## src/sv/retransmit_timer_table_top_assert.svh

```systemverilog
// ----------------------------------------------------------------------------
// Retransmit timer table assertion macros
// Shared concurrent assertion forms, clocked on clk_i, quiet during reset.
// ----------------------------------------------------------------------------
`ifndef RETRANSMIT_TIMER_TABLE_TOP_ASSERT_SVH
`define RETRANSMIT_TIMER_TABLE_TOP_ASSERT_SVH

// plain invariant
`define RTT_ASSERT(lbl, prop, msg) \
  lbl: assert property (@(posedge clk_i) disable iff (!rst_ni) (prop)) \
    else $error(msg);

// same-cycle implication
`define RTT_IMPLY(lbl, ante, cons, msg) \
  lbl: assert property (@(posedge clk_i) disable iff (!rst_ni) (ante) |-> (cons)) \
    else $error(msg);

`endif

```

## src/sv/rtt_pkg.sv

```systemverilog
// ----------------------------------------------------------------------------
// Retransmit timer table package
// Sizes, codes and the structs shared by controller, datapath and top.
// ----------------------------------------------------------------------------
package rtt_pkg;

  localparam int SLOTS    = 6;
  localparam int IDX_W    = (SLOTS > 1) ? $clog2(SLOTS) : 1;
  localparam int CNT_W    = $clog2(SLOTS + 1);
  localparam int CD_W     = 15;
  localparam logic [IDX_W-1:0] LAST_IDX = IDX_W'(SLOTS - 1);

  localparam logic [7:0]  HANDLE_BASE = 8'h80;
  localparam logic [23:0] NO_TIMER    = 24'hFFFFFF;

  // register map
  localparam logic REG_REPORT_EXPIRY = 1'b0;

  typedef enum logic [1:0] {
    OP_START  = 2'd0,
    OP_CANCEL = 2'd1,
    OP_TICK   = 2'd2,
    OP_CLEAR  = 2'd3
  } op_e;

  localparam logic [2:0] KIND_START   = 3'd0;
  localparam logic [2:0] KIND_CANCEL  = 3'd1;
  localparam logic [2:0] KIND_RETX    = 3'd2;
  localparam logic [2:0] KIND_EXPIRED = 3'd3;
  localparam logic [2:0] KIND_SUMMARY = 3'd4;

  localparam logic [1:0] STAT_OK         = 2'd0;
  localparam logic [1:0] STAT_NO_SLOT    = 2'd1;
  localparam logic [1:0] STAT_BAD_PARAM  = 2'd2;
  localparam logic [1:0] STAT_BAD_HANDLE = 2'd3;

  typedef enum logic [3:0] {
    CMD_NONE,
    CMD_CAPTURE,
    CMD_START_FAIL,
    CMD_START_OK,
    CMD_CANCEL,
    CMD_TICK_SLOT,
    CMD_TICK_RETX,
    CMD_TICK_EXPIRE,
    CMD_SUMMARY
  } cmd_e;

  typedef struct packed {
    cmd_e             op;
    logic [IDX_W-1:0] idx;
  } cmd_t;

  typedef struct packed {
    logic cur_valid;
    logic cur_fire;
    logic cur_retry_zero;
    logic full;
    logic params_ok;
    logic out_busy;
    logic report_expiry;
  } dp_stat_t;

  typedef struct packed {
    logic [1:0]         opcode;
    logic [7:0]         msg_type;
    logic [6:0]         retries;
    logic signed [15:0] period;
    logic [15:0]        payload_tag;
    logic [15:0]        length;
    logic [7:0]         handle_in;
  } in_item_t;

  typedef struct packed {
    logic [2:0]  event_kind;
    logic [1:0]  status;
    logic [7:0]  handle_out;
    logic [7:0]  out_type;
    logic [15:0] out_tag;
    logic [15:0] out_length;
    logic [23:0] min_left;
    logic [2:0]  peak_active;
    logic [1:0]  sticky_error;
    logic        last;
  } out_item_t;

endpackage

```

## src/sv/rtt_in_if.sv

```systemverilog
// ----------------------------------------------------------------------------
// Retransmit timer table request channel
// valid/ready channel carrying one command beat.
// ----------------------------------------------------------------------------
interface rtt_in_if;
  logic               valid;
  logic               ready;
  logic [1:0]         opcode;
  logic [7:0]         msg_type;
  logic [6:0]         retries;
  logic signed [15:0] period;
  logic [15:0]        payload_tag;
  logic [15:0]        length;
  logic [7:0]         handle_in;

  modport source (
    output valid, opcode, msg_type, retries, period, payload_tag, length, handle_in,
    input  ready
  );

  modport sink (
    input  valid, opcode, msg_type, retries, period, payload_tag, length, handle_in,
    output ready
  );
endinterface

```

## src/sv/rtt_out_if.sv

```systemverilog
// ----------------------------------------------------------------------------
// Retransmit timer table event channel
// valid/ready channel carrying one reply or event beat.
// ----------------------------------------------------------------------------
interface rtt_out_if;
  logic        valid;
  logic        ready;
  logic [2:0]  event_kind;
  logic [1:0]  status;
  logic [7:0]  handle_out;
  logic [7:0]  out_type;
  logic [15:0] out_tag;
  logic [15:0] out_length;
  logic [23:0] min_left;
  logic [2:0]  peak_active;
  logic [1:0]  sticky_error;
  logic        last;

  modport source (
    output valid, event_kind, status, handle_out, out_type, out_tag, out_length,
           min_left, peak_active, sticky_error, last,
    input  ready
  );

  modport sink (
    input  valid, event_kind, status, handle_out, out_type, out_tag, out_length,
           min_left, peak_active, sticky_error, last,
    output ready
  );
endinterface

```

## src/sv/rtt_ctrl.sv

```systemverilog
// ----------------------------------------------------------------------------
// Retransmit timer table controller
// Sequences start, cancel, tick and clear; walks the slots one per cycle unless stalled.
// ----------------------------------------------------------------------------
`include "retransmit_timer_table_top_assert.svh"

module rtt_ctrl (
  input  logic              clk_i,
  input  logic              rst_ni,
  input  logic              in_valid_i,
  input  logic [1:0]        opcode_i,
  output logic              in_ready_o,
  input  rtt_pkg::dp_stat_t stat_i,
  output rtt_pkg::cmd_t     cmd_o
);
  import rtt_pkg::*;

  typedef enum logic [2:0] {
    S_IDLE,
    S_START,
    S_CANCEL,
    S_TICK,
    S_SUMMARY
  } state_e;

  state_e           state_q, state_d;
  logic [IDX_W-1:0] idx_q, idx_d;
  logic             advance;

  always_comb begin
    state_d    = state_q;
    idx_d      = idx_q;
    cmd_o.op   = CMD_NONE;
    cmd_o.idx  = idx_q;
    in_ready_o = (state_q == S_IDLE);
    advance    = 1'b0;
    unique case (state_q)
      S_IDLE: begin
        if (in_valid_i) begin
          cmd_o.op = CMD_CAPTURE;
          idx_d    = '0;
          unique case (op_e'(opcode_i))
            OP_START:  state_d = S_START;
            OP_CANCEL: state_d = S_CANCEL;
            OP_TICK:   state_d = S_TICK;
            OP_CLEAR:  state_d = S_IDLE;
          endcase
        end
      end
      S_START: begin
        priority if (stat_i.full || !stat_i.params_ok ||
                     (stat_i.cur_valid && idx_q == LAST_IDX)) begin
          if (!stat_i.out_busy) begin
            cmd_o.op = CMD_START_FAIL;
            state_d  = S_IDLE;
          end
        end else if (!stat_i.cur_valid) begin
          if (!stat_i.out_busy) begin
            cmd_o.op = CMD_START_OK;
            state_d  = S_IDLE;
          end
        end else begin
          idx_d = IDX_W'(idx_q + 1'b1);
        end
      end
      S_CANCEL: begin
        if (!stat_i.out_busy) begin
          cmd_o.op = CMD_CANCEL;
          state_d  = S_IDLE;
        end
      end
      S_TICK: begin
        priority if (!stat_i.cur_valid) begin
          advance = 1'b1;
        end else if (!stat_i.cur_fire) begin
          cmd_o.op = CMD_TICK_SLOT;
          advance  = 1'b1;
        end else if (!stat_i.cur_retry_zero) begin
          if (!stat_i.out_busy) begin
            cmd_o.op = CMD_TICK_RETX;
            advance  = 1'b1;
          end
        end else begin
          // silent expiry needs no room downstream
          if (!(stat_i.report_expiry && stat_i.out_busy)) begin
            cmd_o.op = CMD_TICK_EXPIRE;
            advance  = 1'b1;
          end
        end
        if (advance) begin
          if (idx_q == LAST_IDX) begin
            state_d = S_SUMMARY;
          end else begin
            idx_d = IDX_W'(idx_q + 1'b1);
          end
        end
      end
      S_SUMMARY: begin
        if (!stat_i.out_busy) begin
          cmd_o.op = CMD_SUMMARY;
          state_d  = S_IDLE;
        end
      end
      default: begin
        state_d = S_IDLE;
      end
    endcase
  end

  always_ff @(posedge clk_i or negedge rst_ni) begin
    if (!rst_ni) begin
      state_q <= S_IDLE;
      idx_q   <= '0;
    end else begin
      state_q <= state_d;
      idx_q   <= idx_d;
    end
  end

  `RTT_IMPLY(a_free_slot_found, state_q == S_START && stat_i.cur_valid && idx_q == LAST_IDX, stat_i.full || !stat_i.params_ok, "start scan ran out of slots below full")
  `RTT_IMPLY(a_tick_idx_in_range, state_q == S_TICK, idx_q <= LAST_IDX, "slot index beyond table")

endmodule

```

## src/sv/rtt_dp.sv

```systemverilog
// ----------------------------------------------------------------------------
// Retransmit timer table datapath
// Slot storage, counters, sticky error, min tracking and the result register.
// ----------------------------------------------------------------------------
`include "retransmit_timer_table_top_assert.svh"

module rtt_dp (
  input  logic              clk_i,
  input  logic              rst_ni,
  input  rtt_pkg::cmd_t     cmd_i,
  input  rtt_pkg::in_item_t item_i,
  input  logic              report_expiry_i,
  output rtt_pkg::dp_stat_t stat_o,
  rtt_out_if.source         out_o
);
  import rtt_pkg::*;

  in_item_t         item_q;

  logic [SLOTS-1:0] valid_q, valid_d;
  logic [7:0]       type_q [SLOTS];
  logic [6:0]       retr_q [SLOTS];
  logic [CD_W-1:0]  cd_q   [SLOTS];
  logic [CD_W-1:0]  rel_q  [SLOTS];
  logic [15:0]      tag_q  [SLOTS];
  logic [15:0]      len_q  [SLOTS];

  logic [CNT_W-1:0] active_q, active_d;
  logic [CNT_W-1:0] peak_q, peak_d;
  logic [1:0]       err_q, err_d;
  logic [23:0]      min_q, min_d;

  logic             out_valid_q, out_valid_d;
  out_item_t        res_q, res_d;
  logic             load;

  logic [CD_W-1:0]  cd_dec;
  logic [7:0]       cancel_off;
  logic             cancel_ok;
  logic [IDX_W-1:0] cancel_idx;
  logic             params_ok;
  logic             full;
  logic             busy;
  logic [7:0]       cur_handle;

  assign cd_dec     = (cd_q[cmd_i.idx] != '0) ? CD_W'(cd_q[cmd_i.idx] - 1'b1) : '0;
  assign params_ok  = !item_q.period[15] && (item_q.period != 16'sd0) &&
                      (item_q.payload_tag != 16'd0) && (item_q.length != 16'd0);
  assign full       = (active_q >= CNT_W'(SLOTS));
  assign busy       = out_valid_q && !out_o.ready;
  assign cancel_off = 8'(item_q.handle_in - HANDLE_BASE);
  assign cancel_ok  = (item_q.handle_in >= HANDLE_BASE) && (cancel_off < 8'(SLOTS));
  assign cancel_idx = cancel_off[IDX_W-1:0];
  assign cur_handle = 8'(HANDLE_BASE + 8'(cmd_i.idx));

  assign stat_o.cur_valid      = valid_q[cmd_i.idx];
  assign stat_o.cur_fire       = (cd_dec == '0);
  assign stat_o.cur_retry_zero = (retr_q[cmd_i.idx] == 7'd0);
  assign stat_o.full           = full;
  assign stat_o.params_ok      = params_ok;
  assign stat_o.out_busy       = busy;
  assign stat_o.report_expiry  = report_expiry_i;

  always_comb begin
    valid_d  = valid_q;
    active_d = active_q;
    peak_d   = peak_q;
    err_d    = err_q;
    min_d    = min_q;
    load     = 1'b0;
    res_d    = '0;
    unique case (cmd_i.op)
      CMD_NONE: begin
      end
      CMD_CAPTURE: begin
        if (item_i.opcode == OP_CLEAR) begin
          err_d = STAT_OK;
        end
        if (item_i.opcode == OP_TICK) begin
          min_d = NO_TIMER;
          if (active_q != '0 && active_q > peak_q) begin
            peak_d = active_q;
          end
        end
      end
      CMD_START_FAIL: begin
        load             = 1'b1;
        res_d.event_kind = KIND_START;
        res_d.status     = (!full && !params_ok) ? STAT_BAD_PARAM : STAT_NO_SLOT;
        res_d.last       = 1'b1;
        err_d            = res_d.status;
      end
      CMD_START_OK: begin
        load                 = 1'b1;
        valid_d[cmd_i.idx]   = 1'b1;
        active_d             = CNT_W'(active_q + 1'b1);
        res_d.event_kind     = KIND_START;
        res_d.status         = STAT_OK;
        res_d.handle_out     = cur_handle;
        res_d.last           = 1'b1;
      end
      CMD_CANCEL: begin
        load             = 1'b1;
        res_d.event_kind = KIND_CANCEL;
        res_d.handle_out = item_q.handle_in;
        res_d.last       = 1'b1;
        if (cancel_ok) begin
          res_d.status = STAT_OK;
          if (valid_q[cancel_idx]) begin
            valid_d[cancel_idx] = 1'b0;
            active_d            = CNT_W'(active_q - 1'b1);
          end
        end else begin
          res_d.status = STAT_BAD_HANDLE;
          err_d        = STAT_BAD_HANDLE;
        end
      end
      CMD_TICK_SLOT: begin
        if (24'(cd_dec) < min_q) begin
          min_d = 24'(cd_dec);
        end
      end
      CMD_TICK_RETX: begin
        min_d            = '0;
        load             = 1'b1;
        res_d.event_kind = KIND_RETX;
        res_d.handle_out = cur_handle;
        res_d.out_type   = type_q[cmd_i.idx];
        res_d.out_tag    = tag_q[cmd_i.idx];
        res_d.out_length = len_q[cmd_i.idx];
      end
      CMD_TICK_EXPIRE: begin
        min_d              = '0;
        valid_d[cmd_i.idx] = 1'b0;
        active_d           = CNT_W'(active_q - 1'b1);
        load               = report_expiry_i;
        res_d.event_kind   = KIND_EXPIRED;
        res_d.handle_out   = cur_handle;
        res_d.out_type     = type_q[cmd_i.idx];
        res_d.out_tag      = tag_q[cmd_i.idx];
        res_d.out_length   = len_q[cmd_i.idx];
      end
      CMD_SUMMARY: begin
        load              = 1'b1;
        res_d.event_kind  = KIND_SUMMARY;
        res_d.min_left    = min_q;
        res_d.peak_active = 3'(peak_q);
        res_d.last        = 1'b1;
      end
      default: begin
      end
    endcase
    res_d.sticky_error = err_d;
    out_valid_d        = load || (out_valid_q && !out_o.ready);
  end

  // slot payload, written only where the command names a slot
  always_ff @(posedge clk_i) begin
    if (cmd_i.op == CMD_START_OK) begin
      type_q[cmd_i.idx] <= item_q.msg_type;
      retr_q[cmd_i.idx] <= item_q.retries;
      cd_q[cmd_i.idx]   <= item_q.period[CD_W-1:0];
      rel_q[cmd_i.idx]  <= item_q.period[CD_W-1:0];
      tag_q[cmd_i.idx]  <= item_q.payload_tag;
      len_q[cmd_i.idx]  <= item_q.length;
    end else if (cmd_i.op == CMD_TICK_RETX) begin
      retr_q[cmd_i.idx] <= 7'(retr_q[cmd_i.idx] - 1'b1);
      cd_q[cmd_i.idx]   <= rel_q[cmd_i.idx];
    end else if (cmd_i.op == CMD_TICK_SLOT) begin
      cd_q[cmd_i.idx]   <= cd_dec;
    end
  end

  always_ff @(posedge clk_i) begin
    if (cmd_i.op == CMD_CAPTURE) begin
      item_q <= item_i;
    end
    if (load) begin
      res_q <= res_d;
    end
    min_q <= min_d;
  end

  always_ff @(posedge clk_i or negedge rst_ni) begin
    if (!rst_ni) begin
      valid_q     <= '0;
      active_q    <= '0;
      peak_q      <= '0;
      err_q       <= STAT_OK;
      out_valid_q <= 1'b0;
    end else begin
      valid_q     <= valid_d;
      active_q    <= active_d;
      peak_q      <= peak_d;
      err_q       <= err_d;
      out_valid_q <= out_valid_d;
    end
  end

  assign out_o.valid        = out_valid_q;
  assign out_o.event_kind   = res_q.event_kind;
  assign out_o.status       = res_q.status;
  assign out_o.handle_out   = res_q.handle_out;
  assign out_o.out_type     = res_q.out_type;
  assign out_o.out_tag      = res_q.out_tag;
  assign out_o.out_length   = res_q.out_length;
  assign out_o.min_left     = res_q.min_left;
  assign out_o.peak_active  = res_q.peak_active;
  assign out_o.sticky_error = res_q.sticky_error;
  assign out_o.last         = res_q.last;

  `RTT_ASSERT(a_active_matches, active_q == CNT_W'($countones(valid_q)), "active count out of step with slot valid bits")
  `RTT_IMPLY(a_no_load_when_busy, load, !busy, "result loaded over a waiting beat")
  `RTT_IMPLY(a_expire_has_slot, cmd_i.op == CMD_TICK_EXPIRE, valid_q[cmd_i.idx] && active_q != '0, "expiry on a free slot")

endmodule

```

## src/sv/retransmit_timer_table_top.sv

```systemverilog
// ----------------------------------------------------------------------------
// Retransmit timer table, top level
// Throughput: one beat at a time; the tick walks one slot a cycle unless stalled.
// Reset: all slots free, counts and sticky error cleared, expiry reports off.
// ----------------------------------------------------------------------------
module retransmit_timer_table_top (
  input  logic        clk_i,
  input  logic        rst_ni,
  // configuration, APB style
  input  logic        psel,
  input  logic        penable,
  input  logic        pwrite,
  input  logic [2:0]  paddr,
  input  logic [31:0] pwdata,
  output logic [31:0] prdata,
  output logic        pready,
  // command and event channels
  rtt_in_if.sink      in_chan_i,
  rtt_out_if.source   out_chan_o
);
  import rtt_pkg::*;

  // Structure
  //   rtt_ctrl : takes a command beat only while idle, then steps the
  //              datapath one slot per cycle unless stalled (start scan or tick walk).
  //   rtt_dp   : holds the slot table, active/peak counters, sticky
  //              error, tick minimum and a single result register.
  // A result waits in the register while the controller moves on; the
  // controller only stalls when it has a new beat to load and the held
  // one has not been taken.

  logic     report_expiry_q;
  logic     cfg_wr;
  cmd_t     cmd;
  dp_stat_t stat;
  in_item_t item;
  logic     in_ready;

  // register 0 at byte address 0; bit 2 selects beyond the map
  assign cfg_wr = psel && penable && pwrite && (paddr[2] == REG_REPORT_EXPIRY);
  assign pready = 1'b1;
  assign prdata = (paddr[2] == REG_REPORT_EXPIRY) ? {31'd0, report_expiry_q} : 32'd0;

  always_ff @(posedge clk_i or negedge rst_ni) begin
    if (!rst_ni) begin
      report_expiry_q <= 1'b0;
    end else if (cfg_wr) begin
      report_expiry_q <= pwdata[0];
    end
  end

  assign item.opcode      = in_chan_i.opcode;
  assign item.msg_type    = in_chan_i.msg_type;
  assign item.retries     = in_chan_i.retries;
  assign item.period      = in_chan_i.period;
  assign item.payload_tag = in_chan_i.payload_tag;
  assign item.length      = in_chan_i.length;
  assign item.handle_in   = in_chan_i.handle_in;

  assign in_chan_i.ready = in_ready;

  rtt_ctrl u_ctrl (
    .clk_i      (clk_i),
    .rst_ni     (rst_ni),
    .in_valid_i (in_chan_i.valid),
    .opcode_i   (in_chan_i.opcode),
    .in_ready_o (in_ready),
    .stat_i     (stat),
    .cmd_o      (cmd)
  );

  rtt_dp u_dp (
    .clk_i           (clk_i),
    .rst_ni          (rst_ni),
    .cmd_i           (cmd),
    .item_i          (item),
    .report_expiry_i (report_expiry_q),
    .stat_o          (stat),
    .out_o           (out_chan_o)
  );

endmodule
```

## src/flat_wrapper.sv

```systemverilog
// flat-port wrapper written by rule: the top's interface ports become plain ports
module retransmit_timer_table_top_flat import rtt_pkg::*;
  (clk_i, rst_ni, psel, penable, pwrite, paddr, pwdata, prdata, pready, in_chan_i_valid, in_chan_i_opcode, in_chan_i_msg_type, in_chan_i_retries, in_chan_i_period, in_chan_i_payload_tag, in_chan_i_length, in_chan_i_handle_in, in_chan_i_ready, out_chan_o_valid, out_chan_o_event_kind, out_chan_o_status, out_chan_o_handle_out, out_chan_o_out_type, out_chan_o_out_tag, out_chan_o_out_length, out_chan_o_min_left, out_chan_o_peak_active, out_chan_o_sticky_error, out_chan_o_last, out_chan_o_ready);
  rtt_in_if in_chan_i_i ();
  rtt_out_if out_chan_o_i ();
  input  logic clk_i;
  input  logic rst_ni;
  input  logic psel;
  input  logic penable;
  input  logic pwrite;
  input  logic [2:0] paddr;
  input  logic [31:0] pwdata;
  output logic [31:0] prdata;
  output logic pready;
  input wire logic [$bits(in_chan_i_i.valid)-1:0] in_chan_i_valid;
  input wire logic [$bits(in_chan_i_i.opcode)-1:0] in_chan_i_opcode;
  input wire logic [$bits(in_chan_i_i.msg_type)-1:0] in_chan_i_msg_type;
  input wire logic [$bits(in_chan_i_i.retries)-1:0] in_chan_i_retries;
  input wire logic [$bits(in_chan_i_i.period)-1:0] in_chan_i_period;
  input wire logic [$bits(in_chan_i_i.payload_tag)-1:0] in_chan_i_payload_tag;
  input wire logic [$bits(in_chan_i_i.length)-1:0] in_chan_i_length;
  input wire logic [$bits(in_chan_i_i.handle_in)-1:0] in_chan_i_handle_in;
  output wire logic [$bits(in_chan_i_i.ready)-1:0] in_chan_i_ready;
  output wire logic [$bits(out_chan_o_i.valid)-1:0] out_chan_o_valid;
  output wire logic [$bits(out_chan_o_i.event_kind)-1:0] out_chan_o_event_kind;
  output wire logic [$bits(out_chan_o_i.status)-1:0] out_chan_o_status;
  output wire logic [$bits(out_chan_o_i.handle_out)-1:0] out_chan_o_handle_out;
  output wire logic [$bits(out_chan_o_i.out_type)-1:0] out_chan_o_out_type;
  output wire logic [$bits(out_chan_o_i.out_tag)-1:0] out_chan_o_out_tag;
  output wire logic [$bits(out_chan_o_i.out_length)-1:0] out_chan_o_out_length;
  output wire logic [$bits(out_chan_o_i.min_left)-1:0] out_chan_o_min_left;
  output wire logic [$bits(out_chan_o_i.peak_active)-1:0] out_chan_o_peak_active;
  output wire logic [$bits(out_chan_o_i.sticky_error)-1:0] out_chan_o_sticky_error;
  output wire logic [$bits(out_chan_o_i.last)-1:0] out_chan_o_last;
  input wire logic [$bits(out_chan_o_i.ready)-1:0] out_chan_o_ready;
  assign in_chan_i_i.valid = in_chan_i_valid;
  assign in_chan_i_i.opcode = in_chan_i_opcode;
  assign in_chan_i_i.msg_type = in_chan_i_msg_type;
  assign in_chan_i_i.retries = in_chan_i_retries;
  assign in_chan_i_i.period = in_chan_i_period;
  assign in_chan_i_i.payload_tag = in_chan_i_payload_tag;
  assign in_chan_i_i.length = in_chan_i_length;
  assign in_chan_i_i.handle_in = in_chan_i_handle_in;
  assign in_chan_i_ready = in_chan_i_i.ready;
  assign out_chan_o_valid = out_chan_o_i.valid;
  assign out_chan_o_event_kind = out_chan_o_i.event_kind;
  assign out_chan_o_status = out_chan_o_i.status;
  assign out_chan_o_handle_out = out_chan_o_i.handle_out;
  assign out_chan_o_out_type = out_chan_o_i.out_type;
  assign out_chan_o_out_tag = out_chan_o_i.out_tag;
  assign out_chan_o_out_length = out_chan_o_i.out_length;
  assign out_chan_o_min_left = out_chan_o_i.min_left;
  assign out_chan_o_peak_active = out_chan_o_i.peak_active;
  assign out_chan_o_sticky_error = out_chan_o_i.sticky_error;
  assign out_chan_o_last = out_chan_o_i.last;
  assign out_chan_o_i.ready = out_chan_o_ready;
  retransmit_timer_table_top u_core (.clk_i(clk_i), .rst_ni(rst_ni), .psel(psel), .penable(penable), .pwrite(pwrite), .paddr(paddr), .pwdata(pwdata), .prdata(prdata), .pready(pready), .in_chan_i(in_chan_i_i), .out_chan_o(out_chan_o_i));
endmodule
```

## config.mk

```make
export PLATFORM = sky130hd
export DESIGN_NAME = retransmit_timer_table_top_flat
export DESIGN_NICKNAME = d
export VERILOG_FILES = /design/src/sv/rtt_pkg.sv /design/src/sv/rtt_in_if.sv /design/src/sv/rtt_out_if.sv /design/src/sv/rtt_ctrl.sv /design/src/sv/rtt_dp.sv /design/src/sv/retransmit_timer_table_top.sv /design/src/flat_wrapper.sv
export VERILOG_INCLUDE_DIRS = /design/src /design/src/sv
export SDC_FILE = /design/constraint.sdc
export NUM_CORES = 1
export LEC_CHECK = 0
export BUFFER_PORTS_ARGS = -buffer_cell sky130_fd_sc_hd__clkbuf_2
export CORE_AREA = 2 2 256 258
export DETAILED_ROUTE_END_ITERATION = 10
export DIE_AREA = 0 0 258 260
export PLACE_DENSITY = 0.55
export SLEW_MARGIN = 5
export SYNTH_ARGS = -nofsm -noshare
export SYNTH_HDL_FRONTEND = slang
export SYNTH_SLANG_ARGS = --single-unit
```

## constraint.sdc

```tcl
create_clock -name clk_i -period 15.7 [get_ports clk_i]
set_clock_uncertainty 0.05 [all_clocks]
set_input_delay 1.57 -clock clk_i [delete_from_list [all_inputs] [get_ports clk_i]]
set_output_delay 1.57 -clock clk_i [all_outputs]
set_load 0.01 [all_outputs]
```

==> out/results.ini <==
[synth]
synth_top_family_by_area=multiplexers
async_reset_ff_frac=0.03406
syn_avg_cell_area_um2=16.36
yosys_register_bits=646
synthFlopType=edfxtp_1
synth_cells=1598
ys_seq_area_frac=0.7376
yosysWarnings=0
synth_area_um2=26150
synth_cell_type_count=80
synth_xor_area_frac=0.005359
synthSimpleGateAreaFrac=0.06124
synth_edf_count=624
synth-compound-area-share=0.06589
synthMuxAreaShare=0.08689
synth_adder_area_share=0.01273

[layout]
stdcell_area_um2=30060
area_growth_pct=14.96
layout-drive-gt1-share=0.2281
antennaDiodeCount=0
fillers=5496
finalNetCount=1910

[clock_network]
cts-hold-fix-buffers=0
clk_path_buf_depth=3
postCtsSetupRepairBufs=0
clk_latency_ps=620
cts_tree=done
cts_made_buffers=70
clock-sinks=646
post_cts_resized=0
h-tree-depth=3
root_buffer=clkbuf_16
clkTransAtPathRegs_ps=60

[sta]
tightest_slew_ps=1184
min_period_ps=6495
final-hold-violation-count=0
slew_violations=0
period_share=0.4137
tns_ps=0
fmax_mhz=154.0
finalWorstSetupSlack_ps=9205
setup_viol=0
rsz0062_at_grt=no
slew-limit-headroom=0.1903

[global_route]
grt_use_total=0.1787
grt_pass1_wl_mm=90.07
grt_pass1_vias=14458
grt_max_degree=99
globalRouteOverflowTotal=0
antenna_found_initial=2

[routing]
vias=14298
wirelength_mm=60.01
vias_per_cell=5.337
drt_pre_antenna_iters=5
drt_iter0_drc=1094
avgRoutedWirePerCell_um=22.40
final_antenna_net_count=0
drc=0

[power_and_ir_drop]
p_leak_uw=0.01019
p_per_area_nw_per_um2=168.7
vdd_drop_max_v=0.0001060

[critical_path]
crit_path_start_kind=flop
worstPathArrival_ps=6670
crit_start=u_core.u_ctrl.idx_q[0]
cp_common_cell=a21o_1
reg2reg_slack_ps=9200
setup.worst_path.class=reg2reg
crit_chain=buf_12 -> nor2b_1 -> a221o_1 -> or3b_1 -> nor4_4 -> o21ai_0 -> ha_1 -> a21o_1 -> a21o_1 -> a21o_1 -> a21o_1 -> a21o_1 -> a21oi_1 -> nor2_1 -> a21oi_1 -> o22a_1
cp_slowest_cell=dfrtp_4
cpLargestDelayFamily=compound AO/OA/AOI/OAI gates
worstRegToRegCells=16
crit_path_max_fanout=98
required_ps=15880
worstSetupEndpointType=flop
reg2reg_to=u_core.u_dp.min_q[5]
reg2reg_from=u_core.u_ctrl.idx_q[0]
critPathMaxStageDelay_ps=880
path_buf_inv=1

[placement]
place_congestion=0.8487
postPlaceCellArea_um2=27830
place_ws_ps=9142
portBuffers=167
place_hpwl_mm=36.77

[floorplan]
num_io_pins=233
coreArea_um2=64120
rows=93
die_w_um=258
die_height_um=260
die_area_um2=67080
start_util=0.4079

[min_path]
whs_endpoint=u_core.u_dp.err_q[1]
min_path_type=reg2reg
hp-start=u_core.u_dp.err_q[1]
worstHoldPathCells=1

[status]
outcome=finished, final reports clean

[run]
maxCapViolCount=0

-- final cells by class --
type                       instances  area (µm²)  area share
inverter                          36       135.1    0.004495
clock buffer                      86        1833     0.06098
clock inverter                    41       397.9     0.01324
timing repair buffer             191        1028     0.03421
sequential                       646       19300      0.6420
multi-input combinational        824        6297      0.2095
tap                              855        1070     0.03559
-- stage by stage --
| stage | instances | hold WS [ps] | util | total power [µW] |
|---|---|---|---|---|
| after CTS | 2679 | 431.2 | 0.4689 | 5126 |
| after global routing | 2679 | 452.1 | 0.4689 | 5312 |
| final | 2679 | 425.5 | 0.4689 | 5071 |
| after floorplan | 1628 | 391.2 | - | 3120 |
| after detailed placement | 2552 | 410.4 | 0.4341 | 3549 |
| after global placement | 2552 | 412.3 | 0.4341 | 3528 |
-- cells by family (layout without fill, tap and decap cells) --
group,Yosys count,in the layout
flops,646,646
simple gates,328,328
compound gates,237,237
mux,185,185
buf+inv,158,354
fa+ha+maj,26,26
xor+xnor,16,16
other cells,2,32
-- where the power goes --
| group | switching [µW] | leakage (µW) | internal, µW |
|---|---|---|---|
| sequential | 160 | 0.00591 | 2180 |
| combinational | 732 | 0.00319 | 428 |
| clock | 663 | 0.00109 | 906 |
| total | 1550 | 0.0102 | 3520 |
-- Yosys cell counts (all sizes together), types with 29 or more instances --
library cell | n | area share
buf | 64 | 0.017
clkbuf | 58 | 0.0083
a221oi | 42 | 0.014
mux2 | 66 | 0.028
mux2i | 92 | 0.035
edfxtp | 624 | 0.72
nand2 | 68 | 0.0099
nor2 | 119 | 0.017
o21ai | 41 | 0.0078
inv | 36 | 0.0052
nor3 | 29 | 0.0057
a21oi | 59 | 0.011
-- state kept, by name, indices dropped and copies added (netlist names), 6 cells and up --
| name | flops |
|---|---|
| u_core.u_dp.tag_q | 96 |
| u_core.u_dp.out_o.out_tag | 16 |
| u_core.u_dp.valid_q | 6 |
| u_core.u_dp.cd_q | 90 |
| u_core.u_dp.type_q | 48 |
| u_core.u_dp.out_o.out_type | 8 |
| u_core.u_dp.len_q | 96 |
| u_core.u_dp.rel_q | 90 |
| u_core.u_dp.out_o.handle_out | 8 |
| u_core.u_dp.out_o.min_left | 16 |
| u_core.u_dp.min_q | 16 |
| u_core.u_dp.retr_q | 42 |
| u_core.u_dp.item_q | 71 |
| u_core.u_dp.out_o.out_length | 16 |
-- per-layer routing --
layer	part of all wire	vias up	GRT usage
met5	0.00045	-	0
met4	0.022	4	0.04929
met3	0.052	87	0.03421
met2	0.48	406	0.2893
met1	0.45	7250	0.2476
li1	-	6551	-
-- how the worst max path moves through the flow --
stage | to | slack, ps | depth (start not counted)
6_report | u_core.u_dp.min_q[5] | 9200 | 16
3_3_place_gp | u_core.u_dp.min_q[22] | 9170 | 16
2_1_floorplan | u_core.u_dp.out_o.event_kind[0] | 9690 | 7
4_1_cts | u_core.u_dp.min_q[9] | 9100 | 16
3_5_place_dp | u_core.u_dp.out_o.out_tag[3] | 9140 | 13
5_1_grt | u_core.u_dp.min_q[11] | 8740 | 17
-- layout by cell type, fill, tap and decap left out, types with 8 or more instances in the layout --
master	instances
buf_4	23
clkinv_2	14
clkbuf_1	15
ha_1	25
nand3_1	18
nor4_1	18
clkbuf_16	71
and2_1	9
nor2b_1	8
nor3_1	26
conb_1	32
xnor2_1	11
a221oi_1	42
a22o_1	9
a21oi_1	58
inv_1	36
mux2i_1	92
clkinv_1	16
a21o_1	10
o21ai_0	32
a211oi_1	16
nor2_1	107
o21ai_1	9
mux4_2	27
nand4_1	11
dfrtp_1	19
mux2_2	59
a222oi_1	11
nand2_1	67
or2_2	8
clkbuf_2	167
edfxtp_1	624
(Power assumes the default switching activity.)
